==> src/idl_pkg.sv <==
`default_nettype none
package idl_pkg;

    localparam int FRAC_BITS  = 16;
    localparam int MAX_PIXELS = 64;
    localparam int CNT_W      = $clog2(MAX_PIXELS + 1);
    localparam int POS_W      = 38;
    localparam int Q_W        = FRAC_BITS + 1;
    localparam int IT_W       = $clog2(FRAC_BITS + 1);
    localparam int PIX_W      = 18;
    localparam int Q_DEPTH    = 2;

    // cos(0.8) and sin(0.8) rounded to FRAC_BITS
    localparam logic [15:0] COS_F = 16'd45659;
    localparam logic [15:0] SIN_F = 16'd47013;

    localparam logic [23:0] COLOR_RAISED = 24'hff4242;
    localparam logic [23:0] COLOR_SUNKEN = 24'h4242ff;
    localparam logic [23:0] COLOR_FLAT   = 24'hffffff;

    typedef enum logic [1:0] {
        REG_ZOOM   = 2'd0,
        REG_HSCALE = 2'd1,
        REG_OFFX   = 2'd2,
        REG_OFFY   = 2'd3
    } t_reg_idx;

    typedef struct packed {
        logic        [6:0]  zoom;
        logic signed [5:0]  hscale;
        logic        [11:0] offx;
        logic        [11:0] offy;
    } t_cfg;

    typedef struct packed {
        logic signed [POS_W-1:0] x0;
        logic signed [POS_W-1:0] y0;
        logic signed [POS_W-1:0] x1;
        logic signed [POS_W-1:0] y1;
        logic        [23:0]      color;
    } t_seg;

    function automatic logic far(input logic signed [POS_W-1:0] d);
        logic signed [POS_W-1:0] one;
        one = POS_W'(1) <<< FRAC_BITS;
        return (d >= one) || (d <= -one);
    endfunction

    function automatic logic [PIX_W-1:0] trunc_pix(input logic signed [POS_W-1:0] v);
        logic signed [POS_W-1:0] ip;
        ip = v >>> FRAC_BITS;
        if (v[POS_W-1] && (|v[FRAC_BITS-1:0])) begin
            ip = ip + POS_W'(1);
        end
        return ip[PIX_W-1:0];
    endfunction

endpackage
`default_nettype wire

==> src/idl_front.sv <==
`default_nettype none
module idl_front (
    input  wire logic          i_clk,
    input  wire logic          i_rst_n,
    input  wire idl_pkg::t_cfg i_cfg,
    input  wire logic          i_valid,
    output logic               o_ready,
    input  wire logic [63:0]   i_data,
    output logic               o_push,
    output idl_pkg::t_seg      o_seg,
    input  wire logic          i_full
);
    import idl_pkg::*;

    typedef enum logic [1:0] {F_IDLE, F_MUL1, F_MUL2, F_SUM} t_fstate;
    t_fstate r_state;

    logic        [9:0]  r_c0, r_r0, r_c1, r_r1;
    logic signed [10:0] r_h0, r_h1;
    logic        [16:0] r_p0, r_q0, r_p1, r_q1;
    logic signed [17:0] r_hh0, r_hh1;
    logic signed [34:0] r_xm0, r_xm1;
    logic signed [35:0] r_ym0, r_ym1;
    logic        [23:0] r_color;

    logic signed [10:0] h0_in, h1_in;
    logic        [23:0] color_in;
    logic signed [17:0] d0, d1;
    logic        [17:0] s0, s1;

    assign h0_in = $signed(i_data[50:40]);
    assign h1_in = $signed(i_data[61:51]);

    always_comb begin
        if ((!h0_in[10] && (|h0_in)) || (!h1_in[10] && (|h1_in))) begin
            color_in = COLOR_RAISED;
        end else if (h0_in[10] || h1_in[10]) begin
            color_in = COLOR_SUNKEN;
        end else begin
            color_in = COLOR_FLAT;
        end
    end

    assign d0 = $signed({1'b0, r_p0}) - $signed({1'b0, r_q0});
    assign d1 = $signed({1'b0, r_p1}) - $signed({1'b0, r_q1});
    assign s0 = {1'b0, r_p0} + {1'b0, r_q0};
    assign s1 = {1'b0, r_p1} + {1'b0, r_q1};

    assign o_ready = (r_state == F_IDLE);
    assign o_push  = (r_state == F_SUM) && !i_full;

    always_comb begin
        o_seg.x0 = POS_W'(r_xm0) + (POS_W'(i_cfg.offx) <<< FRAC_BITS);
        o_seg.x1 = POS_W'(r_xm1) + (POS_W'(i_cfg.offx) <<< FRAC_BITS);
        o_seg.y0 = POS_W'(r_ym0) - (POS_W'(r_hh0) <<< FRAC_BITS)
                 + (POS_W'(i_cfg.offy) <<< FRAC_BITS);
        o_seg.y1 = POS_W'(r_ym1) - (POS_W'(r_hh1) <<< FRAC_BITS)
                 + (POS_W'(i_cfg.offy) <<< FRAC_BITS);
        o_seg.color = r_color;
    end

    always_ff @(posedge i_clk) begin
        if (!i_rst_n) begin
            r_state <= F_IDLE;
        end else begin
            case (r_state)
                F_IDLE: begin
                    if (i_valid) begin
                        r_c0    <= i_data[9:0];
                        r_r0    <= i_data[19:10];
                        r_c1    <= i_data[29:20];
                        r_r1    <= i_data[39:30];
                        r_h0    <= h0_in;
                        r_h1    <= h1_in;
                        r_color <= color_in;
                        r_state <= F_MUL1;
                    end
                end
                F_MUL1: begin
                    r_p0    <= 17'(r_c0) * 17'(i_cfg.zoom);
                    r_q0    <= 17'(r_r0) * 17'(i_cfg.zoom);
                    r_p1    <= 17'(r_c1) * 17'(i_cfg.zoom);
                    r_q1    <= 17'(r_r1) * 17'(i_cfg.zoom);
                    r_hh0   <= 18'(r_h0) * 18'(i_cfg.hscale);
                    r_hh1   <= 18'(r_h1) * 18'(i_cfg.hscale);
                    r_state <= F_MUL2;
                end
                F_MUL2: begin
                    r_xm0   <= 35'(d0) * 35'($signed({1'b0, COS_F}));
                    r_xm1   <= 35'(d1) * 35'($signed({1'b0, COS_F}));
                    r_ym0   <= $signed(36'({1'b0, s0}) * 36'(SIN_F));
                    r_ym1   <= $signed(36'({1'b0, s1}) * 36'(SIN_F));
                    r_state <= F_SUM;
                end
                F_SUM: begin
                    if (!i_full) begin
                        r_state <= F_IDLE;
                    end
                end
                default: r_state <= F_IDLE;
            endcase
        end
    end

endmodule
`default_nettype wire

==> src/idl_queue.sv <==
`default_nettype none
module idl_queue (
    input  wire logic          i_clk,
    input  wire logic          i_rst_n,
    input  wire logic          i_push,
    input  wire idl_pkg::t_seg i_seg,
    output logic               o_full,
    input  wire logic          i_pop,
    output idl_pkg::t_seg      o_seg,
    output logic               o_empty
);
    import idl_pkg::*;

    localparam int PTR_W = $clog2(Q_DEPTH);

    t_seg             r_mem [Q_DEPTH];
    logic [PTR_W-1:0] r_wp, r_rp;
    logic [PTR_W:0]   r_cnt;

    assign o_full  = (r_cnt == (PTR_W+1)'(Q_DEPTH));
    assign o_empty = (r_cnt == '0);
    assign o_seg   = r_mem[r_rp];

    always_ff @(posedge i_clk) begin
        if (i_push) begin
            r_mem[r_wp] <= i_seg;
        end
    end

    always_ff @(posedge i_clk) begin
        if (!i_rst_n) begin
            r_wp  <= '0;
            r_rp  <= '0;
            r_cnt <= '0;
        end else begin
            if (i_push) begin
                r_wp <= (r_wp == PTR_W'(Q_DEPTH - 1)) ? '0 : r_wp + PTR_W'(1);
            end
            if (i_pop) begin
                r_rp <= (r_rp == PTR_W'(Q_DEPTH - 1)) ? '0 : r_rp + PTR_W'(1);
            end
            if (i_push && !i_pop) begin
                r_cnt <= r_cnt + (PTR_W+1)'(1);
            end else if (i_pop && !i_push) begin
                r_cnt <= r_cnt - (PTR_W+1)'(1);
            end
        end
    end

endmodule
`default_nettype wire

==> src/idl_back.sv <==
`default_nettype none
module idl_back (
    input  wire logic          i_clk,
    input  wire logic          i_rst_n,
    input  wire logic          i_empty,
    input  wire idl_pkg::t_seg i_seg,
    output logic               o_pop,
    output logic               o_valid,
    input  wire logic          i_ready,
    output logic [63:0]        o_data,
    output logic               o_last,
    output logic               o_cut
);
    import idl_pkg::*;

    typedef enum logic [1:0] {B_IDLE, B_PREP, B_DIV, B_WALK} t_bstate;
    t_bstate r_state;

    logic signed [POS_W-1:0] r_cur_x, r_cur_y, r_dx, r_dy;
    logic        [POS_W-1:0] r_m, r_rx, r_ry;
    logic        [Q_W-1:0]   r_qx, r_qy;
    logic        [IT_W-1:0]  r_it;
    logic                    r_negx, r_negy;
    logic signed [PIX_W-1:0] r_stx, r_sty;
    logic        [CNT_W-1:0] r_cnt;
    logic        [23:0]      r_color;

    logic                    r_ovalid, r_last, r_cut;
    logic        [PIX_W-1:0] r_px, r_py;
    logic        [23:0]      r_ocol;

    logic        [POS_W-1:0] ax, ay;
    logic        [POS_W:0]   tx, ty;
    logic                    bx, by;
    logic        [Q_W-1:0]   n_qx, n_qy;
    logic signed [POS_W-1:0] ndx, ndy;
    logic                    rem_now, rem_next, out_free, last, emit;

    assign ax = r_dx[POS_W-1] ? POS_W'(-r_dx) : POS_W'(r_dx);
    assign ay = r_dy[POS_W-1] ? POS_W'(-r_dy) : POS_W'(r_dy);

    assign tx   = (r_it == '0) ? {1'b0, r_rx} : {r_rx, 1'b0};
    assign ty   = (r_it == '0) ? {1'b0, r_ry} : {r_ry, 1'b0};
    assign bx   = (tx >= {1'b0, r_m});
    assign by   = (ty >= {1'b0, r_m});
    assign n_qx = {r_qx[Q_W-2:0], bx};
    assign n_qy = {r_qy[Q_W-2:0], by};

    assign ndx      = r_dx - POS_W'(r_stx);
    assign ndy      = r_dy - POS_W'(r_sty);
    assign rem_now  = far(r_dx) || far(r_dy);
    assign rem_next = far(ndx) || far(ndy);
    assign out_free = !r_ovalid || i_ready;
    assign last     = (r_cnt == CNT_W'(MAX_PIXELS - 1)) || !rem_next;
    assign emit     = (r_state == B_WALK) && rem_now && out_free;

    assign o_pop   = (r_state == B_IDLE) && !i_empty;
    assign o_valid = r_ovalid;
    assign o_data  = {4'd0, r_ocol, r_py, r_px};
    assign o_last  = r_last;
    assign o_cut   = r_cut;

    always_ff @(posedge i_clk) begin
        if (!i_rst_n) begin
            r_state  <= B_IDLE;
            r_ovalid <= 1'b0;
        end else begin
            if (r_ovalid && i_ready && !emit) begin
                r_ovalid <= 1'b0;
            end
            case (r_state)
                B_IDLE: begin
                    if (!i_empty) begin
                        r_cur_x <= i_seg.x0;
                        r_cur_y <= i_seg.y0;
                        r_dx    <= i_seg.x1 - i_seg.x0;
                        r_dy    <= i_seg.y1 - i_seg.y0;
                        r_color <= i_seg.color;
                        r_state <= B_PREP;
                    end
                end
                B_PREP: begin
                    r_m    <= (ax > ay) ? ax : ay;
                    r_rx   <= ax;
                    r_ry   <= ay;
                    r_negx <= r_dx[POS_W-1];
                    r_negy <= r_dy[POS_W-1];
                    r_qx   <= '0;
                    r_qy   <= '0;
                    r_it   <= '0;
                    r_cnt  <= '0;
                    if ((ax | ay) == '0) begin
                        r_stx   <= '0;
                        r_sty   <= '0;
                        r_state <= B_WALK;
                    end else begin
                        r_state <= B_DIV;
                    end
                end
                B_DIV: begin
                    r_rx <= bx ? POS_W'(tx - {1'b0, r_m}) : POS_W'(tx);
                    r_ry <= by ? POS_W'(ty - {1'b0, r_m}) : POS_W'(ty);
                    r_qx <= n_qx;
                    r_qy <= n_qy;
                    r_it <= r_it + IT_W'(1);
                    if (r_it == IT_W'(FRAC_BITS)) begin
                        r_stx   <= r_negx ? -$signed(PIX_W'(n_qx)) : $signed(PIX_W'(n_qx));
                        r_sty   <= r_negy ? -$signed(PIX_W'(n_qy)) : $signed(PIX_W'(n_qy));
                        r_state <= B_WALK;
                    end
                end
                B_WALK: begin
                    if (!rem_now) begin
                        r_state <= B_IDLE;
                    end else if (out_free) begin
                        r_ovalid <= 1'b1;
                        r_px     <= trunc_pix(r_cur_x);
                        r_py     <= trunc_pix(r_cur_y);
                        r_ocol   <= r_color;
                        r_last   <= last;
                        r_cut    <= last && rem_next;
                        r_cur_x  <= r_cur_x + POS_W'(r_stx);
                        r_cur_y  <= r_cur_y + POS_W'(r_sty);
                        r_dx     <= ndx;
                        r_dy     <= ndy;
                        r_cnt    <= r_cnt + CNT_W'(1);
                        if (last) begin
                            r_state <= B_IDLE;
                        end
                    end
                end
                default: r_state <= B_IDLE;
            endcase
        end
    end

endmodule
`default_nettype wire

==> src/iso_project_dda_line.sv <==
// isometric segment rasterizer
// input stream: one item per segment, s_axis_tdata holds two grid points with
// their heights. output stream: one item per pixel, tlast on the final pixel of
// a segment, tuser set on that pixel when the walk hit the pixel limit.
// apb port: zoom, height_scale, offset_x, offset_y at 0x0, 0x4, 0x8, 0xc;
// write only while no segment is in flight.
// path: projection in the front, a queue of two segments, then a setup state
// and a restoring division for the step in the back before the first pixel.
// throughput: one pixel per cycle while the walk runs and the receiver takes it,
// up to 64 per segment; the back takes the next segment only after the walk of
// the previous one ends; the front takes a new segment only after it pushed the previous one.
// zero-length segments produce no pixels.
// reset clears the control state and restores the register defaults.
// a stalled receiver holds the output item and freezes the walk; the queue
// then fills and s_axis_tready drops.
`default_nettype none
module iso_project_dda_line (
    input  wire logic        i_clk,
    input  wire logic        i_rst_n,
    input  wire logic        s_axis_tvalid,
    output logic             s_axis_tready,
    // start_col, start_row, end_col, end_row, start_height, end_height
    input  wire logic [63:0] s_axis_tdata,
    output logic             m_axis_tvalid,
    input  wire logic        m_axis_tready,
    // pixel_x, pixel_y, pixel_color
    output logic [63:0]      m_axis_tdata,
    output logic             m_axis_tlast,
    // cut_short
    output logic             m_axis_tuser,
    input  wire logic        psel,
    input  wire logic        penable,
    input  wire logic        pwrite,
    input  wire logic [3:0]  paddr,
    input  wire logic [31:0] pwdata,
    output logic [31:0]      prdata,
    output logic             pready
);
    import idl_pkg::*;

    t_cfg     r_cfg;
    t_seg     push_seg, pop_seg;
    t_reg_idx idx;
    logic     push, pop, full, empty;

    assign pready = 1'b1;
    assign idx    = t_reg_idx'(paddr[3:2]);

    always_ff @(posedge i_clk) begin
        if (!i_rst_n) begin
            r_cfg.zoom   <= 7'd20;
            r_cfg.hscale <= 6'sd1;
            r_cfg.offx   <= '0;
            r_cfg.offy   <= '0;
        end else if (psel && penable && pwrite) begin
            case (idx)
                REG_ZOOM:   r_cfg.zoom   <= pwdata[6:0];
                REG_HSCALE: r_cfg.hscale <= $signed(pwdata[5:0]);
                REG_OFFX:   r_cfg.offx   <= pwdata[11:0];
                REG_OFFY:   r_cfg.offy   <= pwdata[11:0];
                default:    ;
            endcase
        end
    end

    always_comb begin
        case (idx)
            REG_ZOOM:   prdata = {25'd0, r_cfg.zoom};
            REG_HSCALE: prdata = {26'd0, r_cfg.hscale};
            REG_OFFX:   prdata = {20'd0, r_cfg.offx};
            REG_OFFY:   prdata = {20'd0, r_cfg.offy};
            default:    prdata = '0;
        endcase
    end

    idl_front u_front (
        .i_clk   (i_clk),
        .i_rst_n (i_rst_n),
        .i_cfg   (r_cfg),
        .i_valid (s_axis_tvalid),
        .o_ready (s_axis_tready),
        .i_data  (s_axis_tdata),
        .o_push  (push),
        .o_seg   (push_seg),
        .i_full  (full)
    );

    idl_queue u_queue (
        .i_clk   (i_clk),
        .i_rst_n (i_rst_n),
        .i_push  (push),
        .i_seg   (push_seg),
        .o_full  (full),
        .i_pop   (pop),
        .o_seg   (pop_seg),
        .o_empty (empty)
    );

    idl_back u_back (
        .i_clk   (i_clk),
        .i_rst_n (i_rst_n),
        .i_empty (empty),
        .i_seg   (pop_seg),
        .o_pop   (pop),
        .o_valid (m_axis_tvalid),
        .i_ready (m_axis_tready),
        .o_data  (m_axis_tdata),
        .o_last  (m_axis_tlast),
        .o_cut   (m_axis_tuser)
    );

endmodule
`default_nettype wire

==> config.mk <==
export PLATFORM = sky130hd
export DESIGN_NAME = iso_project_dda_line
export DESIGN_NICKNAME = d
export VERILOG_FILES = /design/src/idl_pkg.sv /design/src/idl_front.sv /design/src/idl_queue.sv /design/src/idl_back.sv /design/src/iso_project_dda_line.sv
export SDC_FILE = /design/constraint.sdc
export NUM_CORES = 2
export LEC_CHECK = 0
export ABC_AREA = 1
export BUFFER_PORTS_ARGS = -buffer_cell sky130_fd_sc_hd__buf_2
export CORE_ASPECT_RATIO = 0.8
export CORE_MARGIN = 10
export CORE_UTILIZATION = 35
export CTS_CLUSTER_DIAMETER = 30
export CTS_CLUSTER_SIZE = 16
export DETAILED_ROUTE_END_ITERATION = 7
export GPL_TIMING_DRIVEN = 0
export PLACE_DENSITY = 0.58
export SLEW_MARGIN = 20
export SYNTH_ARGS = -nofsm -noshare
export SYNTH_HDL_FRONTEND = slang
export SYNTH_SLANG_ARGS = --single-unit
==> constraint.sdc <==
create_clock -name i_clk -period 48.7 [get_ports i_clk]
set_input_delay 7.305 -clock i_clk [delete_from_list [all_inputs] [get_ports i_clk]]
set_output_delay 7.305 -clock i_clk [all_outputs]
set_load 0.1 [all_outputs]
**Yosys cells after proc, flatten, opt, wreduce, memory -nomap -nowiden**

Memory sizes are Yosys's and may differ from the RTL's. A register that Yosys moved wholly into a read port is not among the register bits.
Index checks and enable logic that the tools add are counted.
Widths: inputs -> output; s select.

- Output and inout port bits: 101
- Register bits: 806
- Memories kept: 1
- Memory bits (writable): 352
- Bits of input ports: 107
- Word-level logic and storage cells: 251

- Equality and inequality tests: 21
- Add/subtract/negate cells: 30
- Reduce and logical (&&, ||, !) cells: 64
- Bitwise operators: 2
- Mux-type cells: 64
- Multipliers: 10
- $lt $le $gt $ge: 11

Memories:

| memory | depth | width | rd ports | clocked after Yosys merged registers in | wr ports | line | text |
|---|---|---|---|---|---|---|---|
| u_queue.r_mem | 2 | 176 | 1 | 1 | 1 | idl_queue.sv:16 | `t_seg r_mem [Q_DEPTH];` |

Operators with widths:

| operator | count |
|---|---|
| $mux 38 | 17 |
| $pmux 38 s2 | 6 |
| $ge 38x18->1 const B | 4 |
| $le 38x17->1 const B | 4 |
| $sub 38x38->38 | 4 |
| $pmux 32 s4 | 1 |
| $mux 18 | 7 |
| $ge 39x38->1 | 2 |
| $mux 39 | 2 |
| $add 38x18->38 | 2 |
| $add 38x28->38 | 2 |
| $neg 38->38 | 2 |
| $sub 38x18->38 | 2 |
| $add 35x29->36 | 2 |
| $pmux 18 s2 | 2 |
| $sub 35x33->36 | 2 |
| $mul 18x17->35 const B | 2 |
| $mul 10x7->17 | 4 |
| $mul 18x16->34 const B | 2 |
| $pmux 16 s2 | 2 |
| $gt 38x38->1 | 1 |
| $logic_not 38->1 | 1 |
| $or 38x38->38 | 1 |
| $add 17x17->18 | 2 |
| other kinds (36) | 126 |

**Longest topological paths before layout**

- Depth after elaboration: 11
- Gate-level depth with buffers: 41
- Gate-level depth less buffers: 40

**By module**

A second synthesis with hierarchy kept.

- Cells, all modules: 14138
- Area, all modules: 116734.5 um^2

By module, submodules not included:

| module | seq. area each (um^2) | area an instance (um^2) | cells each | times used |
|---|---|---|---|---|
| idl_front | 9138.8 | 58623.7 | 7140 | 1 |
| idl_back | 13092.6 | 42662.2 | 6125 | 1 |
| idl_queue | 10670.2 | 13511.7 | 583 | 1 |
| iso_project_dda_line | 740.7 | 1936.9 | 290 | 1 |

**Worst setup path before layout**

Ideal clock, no wire load.

- Path kind: input to register
- From: input port m_axis_tready
- To: register u_back.r_cur_x[0], enable pin
- Stages: 4
- Data required time: 47.233 ns
- Buffers on the path: 0
- Path slack: 16.287 ns
- Library setup time: 1.467 ns
- Arrival: 30.945 ns
- Cells stage by stage: nor2_1 inv_1 a21oi_1 a2111oi_0

- Word-level cells in the longest chain between the ends: 3

RTL lines:

| element | line | text |
|---|---|---|
| from (decl) | iso_project_dda_line.sv:25 | `input wire logic m_axis_tready,` |
| $logic_or 1x1->1 | idl_back.sv:53 | `assign out_free = !r_ovalid \|\| i_ready;` |
| $ne 2x1->1 (no line) | - |  |
| $reduce_and 5->1 (no line) | - |  |
| to (signal assigned) | idl_back.sv:74 | `r_cur_x <= i_seg.x0;` |
| to (signal assigned) | idl_back.sv:122 | `r_cur_x <= r_cur_x + POS_W'(r_stx);` |
| to (decl) | idl_back.sv:19 | `logic signed [POS_W-1:0] r_cur_x, r_cur_y, r_dx, r_dy;` |

Every way passes these cells.
A chain may end at the register's enable or synchronous reset.

**Final worst setup path**

- From: input port paddr[3]
- To: output port prdata[5]

- Word-level cells in the longest chain between the ends: 2
- Elaborated cells between the ends (all ways): 5
- Those cells by class: eq/ne (3); mux (1); reduce/logical (1)

RTL lines:

| element | line | text |
|---|---|---|
| from (decl) | iso_project_dda_line.sv:34 | `input wire logic [3:0] paddr,` |
| $eq 2x2->1 (tied with other cells) | iso_project_dda_line.sv:67 | `case (idx)` |
| $pmux 32 s4 * | iso_project_dda_line.sv:67 |  |
| to (decl) | iso_project_dda_line.sv:36 | `output logic [31:0] prdata,` |

Every way passes the cells marked *; elsewhere a longest branch is shown, timed or not. The select of a mux whose other input is x is not followed.

==> results_dict.tcl <==
set metrics [dict create \
    core_sq_um 298000 \
    hold_path_class "flip-flop to flip-flop" \
    crit_path_start "paddr[3]" \
    worst-setup-path-type "primary input to output port" \
    place.gp.congestion 0.958 \
    ctsResizeCount 0 \
    grt_antenna_before_repair 10 \
    grt_max_degree 91 \
    ios 208 \
    setup_viol 0 \
    wire_per_inst_um 18.8 \
    period_needed_ns 16.08 \
    synth_cell_types 70 \
    die_w_um 633 \
    syn_to_final_growth_pct 13.3 \
    ys.flop_type "edfxtp_1" \
    synth_area_sq_um 105000 \
    crit_family "buffers and inverters" \
    cts.path.max_buffers 4 \
    crit_fanout 10 \
    seqCellArea_sq_um 30800 \
    cts-root-buf "clkbuf_16" \
    grt_pass1_wl_um 485000 \
    hold_violations 0 \
    async_flop_share_pct 0 \
    worst_path_most_repeated_cell "buf_2" \
    clock-sinks 1040 \
    synth_edf_count 993 \
    yosysWarningCount 0 \
    route.detailed.drc 0 \
    cts_buffers 215 \
    clk_pin_slew_ns 0.06 \
    start_util_pct 35.3 \
    dieHeight_um 510 \
    cp.arrival_ns 8.78 \
    multi_input_area_sq_um 64300 \
    fmax_mhz 62.2 \
    overflow 0 \
    vias 83100 \
    wl_met2_um 139000 \
    drt-initial-drc-count 6737 \
    crit_path_cell_trace "buf_2 -> inv_1 -> nor2_1 -> clkbuf_1 -> nand2_1 -> o2111ai_1 -> buf_2" \
    critPathSlowestCell "buf_2" \
    r2r_slack_ns 39.89 \
    clkLatencyLatePin_ns 0.92 \
    fin_ws_ns 32.62 \
    critical_path_buf_inv_count 4 \
    cp.required_ns 41.40 \
    r2r_cells 34 \
    crit_path_end_kind "output port" \
    io_buffers 152 \
    post_route_cells_drive_above_1_share_pct 6.80 \
    crit_end "prdata[5]" \
    maxSlewViolCount 0 \
    htree_levels 4 \
    dieArea_sq_um 323000 \
    ys_ff_latch 1040 \
    cts_hold_buf 0 \
    fin_crit_sh_pct 33.0 \
    via_per_inst 4.91 \
    dp_worst_setup_slack_ns 32.63 \
    drtPass1Iterations 8 \
    first_global_vias 80300 \
    r2r_start "u_front.r_q0[8]$_DFFE_PP_" \
    drv_cap 0 \
    met3WireLength_um 19100 \
    detail-route-antenna-nets 0 \
    r2r_end "u_front.r_xm0[34]$_DFFE_PP_" \
    ys_seq_area_share_pct 29.3 \
    final.setup_skew_ns 0.114 \
    wl_met1_um 150000 \
    row_count 179 \
    dp_hpwl_um 266000 \
    startpoint_type "primary input" \
    cts_tree "yes" \
    worstSetupPathDepth 7 \
    cp_slowest_stage_delay_ns 0.47 \
    nets 14800 \
    status "complete, no violations" \
    track_usage_pct 19.3 \
    synthCells 12300 \
    nFillCells 30100 \
    wl_um 318000 \
    tightest_slew_ns 1.18 \
    rsz0062_at_grt "false" \
    hold_slack_ns 0.404 \
    routed.top_layer "met5" \
    tns_ns 0 \
    post_cts_buffers 0 \
    avgSynthCellArea_sq_um 8.55 \
    relSlewSlack_pct 21.5 \
]
how the worst min path moves through the flow:
stage	end	startpoint	slack (ns)	cells past startpoint
3_3_place_gp	u_back.r_ocol[7]$_DFFE_PP_	u_back.r_color[7]$_DFFE_PP_	0.41	0
4_1_cts	u_queue.r_mem[1][141]$_DFFE_PP_	u_front.r_xm0[3]$_DFFE_PP_	0.40	0
5_1_grt	u_back.r_ocol[21]$_DFFE_PP_	u_back.r_color[21]$_DFFE_PP_	0.42	0
2_1_floorplan	u_back.r_ocol[15]$_DFFE_PP_	u_back.r_color[15]$_DFFE_PP_	0.40	0
3_5_place_dp	u_back.r_ocol[21]$_DFFE_PP_	u_back.r_color[21]$_DFFE_PP_	0.41	0
6_report	u_queue.r_mem[1][141]$_DFFE_PP_	u_front.r_xm0[3]$_DFFE_PP_	0.40	0
layout by cell type (no fill, tap or decap), types with 18 or more instances in the layout:
cell           n
clkbuf_1     189
nor3_1        93
ha_1        1264
a211oi_1      20
conb_1        31
o21ai_1       39
a21oi_1      797
clkinvlp_4    34
buf_4         56
clkinv_4      18
inv_1       2423
bufinv_16     24
xor2_1       445
a21o_1        51
clkinv_1      20
a21boi_0      24
o221ai_1      22
nand4_1       90
clkbuf_16    216
edfxtp_1     993
fa_1         712
nand3b_1      34
a31oi_1       82
o211ai_1      41
inv_6         25
o21ai_0      670
nor2_1       751
buf_2        190
o31ai_1       18
mux2i_1       76
nor4_1        39
mux2_2        74
nand3_1      349
nand2_1     2363
or2_2         84
o21a_1        38
xnor2_1      191
o21bai_1      41
dfxtp_1       47
kinds of logic (layout without fill, tap and decap cells):
logic type | after synthesis | after routing | synth area share [%]
and+or+nand+nor | 3854 | 3854 | 15.1
buffers and inverters | 2686 | 3293 | 9.78
adders and majority gates | 1976 | 1976 | 28.6
AOI/OAI and AO/OA | 1936 | 1936 | 10.3
DFF | 1040 | 1040 | 29.3
xor gates and xnor gates | 648 | 648 | 5.47
muxes | 150 | 150 | 1.52
other | 2 | 33 | 0.00715
layer usage:
layer / vias up / GRT usage (%)
met4: 6 / 5.09
met5: - / 0
li1: 41000 / -
met2: 2289 / 30.4
met1: 39400 / 28.0
met3: 388 / 2.48
sequential cells by signal, summed over array words and instances, names as in the netlist, 37 cells and up, named ones only:
| register | count |
|---|---|
| u_back.r_m | 38 |
| u_back.r_ry | 38 |
| u_back.r_cur_x | 38 |
| r_cfg | 37 |
| u_back.r_dy | 38 |
| u_back.r_dx | 38 |
| u_back.r_cur_y | 38 |
| u_back.r_rx | 38 |
| u_queue.r_mem | 298 |
cells in the mapped netlist, types with 41 or more instances:
master       n  area share, %
inv_1     2427            8.7
nand2_1   2363            8.4
ha_1      1264             15
edfxtp_1   993             28
a21oi_1    797            3.8
nor2_1     754            2.7
fa_1       712             14
o21ai_0    670            3.2
xor2_1     449            3.7
nand3_1    349            1.7
xnor2_1    191            1.6
clkbuf_1   173           0.62
nor3_1      94           0.45
nand4_1     90           0.54
or2_2       84           0.50
a31oi_1     82           0.49
mux2i_1     76           0.72
mux2_2      74           0.79
a21o_1      51           0.36
buf_4       49           0.35
dfxtp_1     47           0.90
o211ai_1    41           0.29
o21bai_1    41           0.29
layout make-up:
cell class                      instances  area share [%]
Sequential cell                      1040            25.8
Tap cell                             3982            4.18
Multi-Input combinational cell       8595            54.0
Antenna cell                            2         0.00420
Timing Repair Buffer                  217            1.27
Inverter                             2443            7.72
Clock buffer                          237            4.61
Buffer                                243           0.934
Clock inverter                        153            1.49
metrics by stage:
stage                     instance area (sq um)  utilization [%]  std cells
final                                    119000             40.0      16900
after global routing                     119000             39.9      16900
after CTS                                119000             39.9      16900
after detailed placement                 112000             37.5      16500
after global placement                   111000             37.2      16500
after floorplan                          105000                -      12300
Power is not shown: default switching activity piles up to over one toggle a cycle in this logic, so the estimate is an artifact.
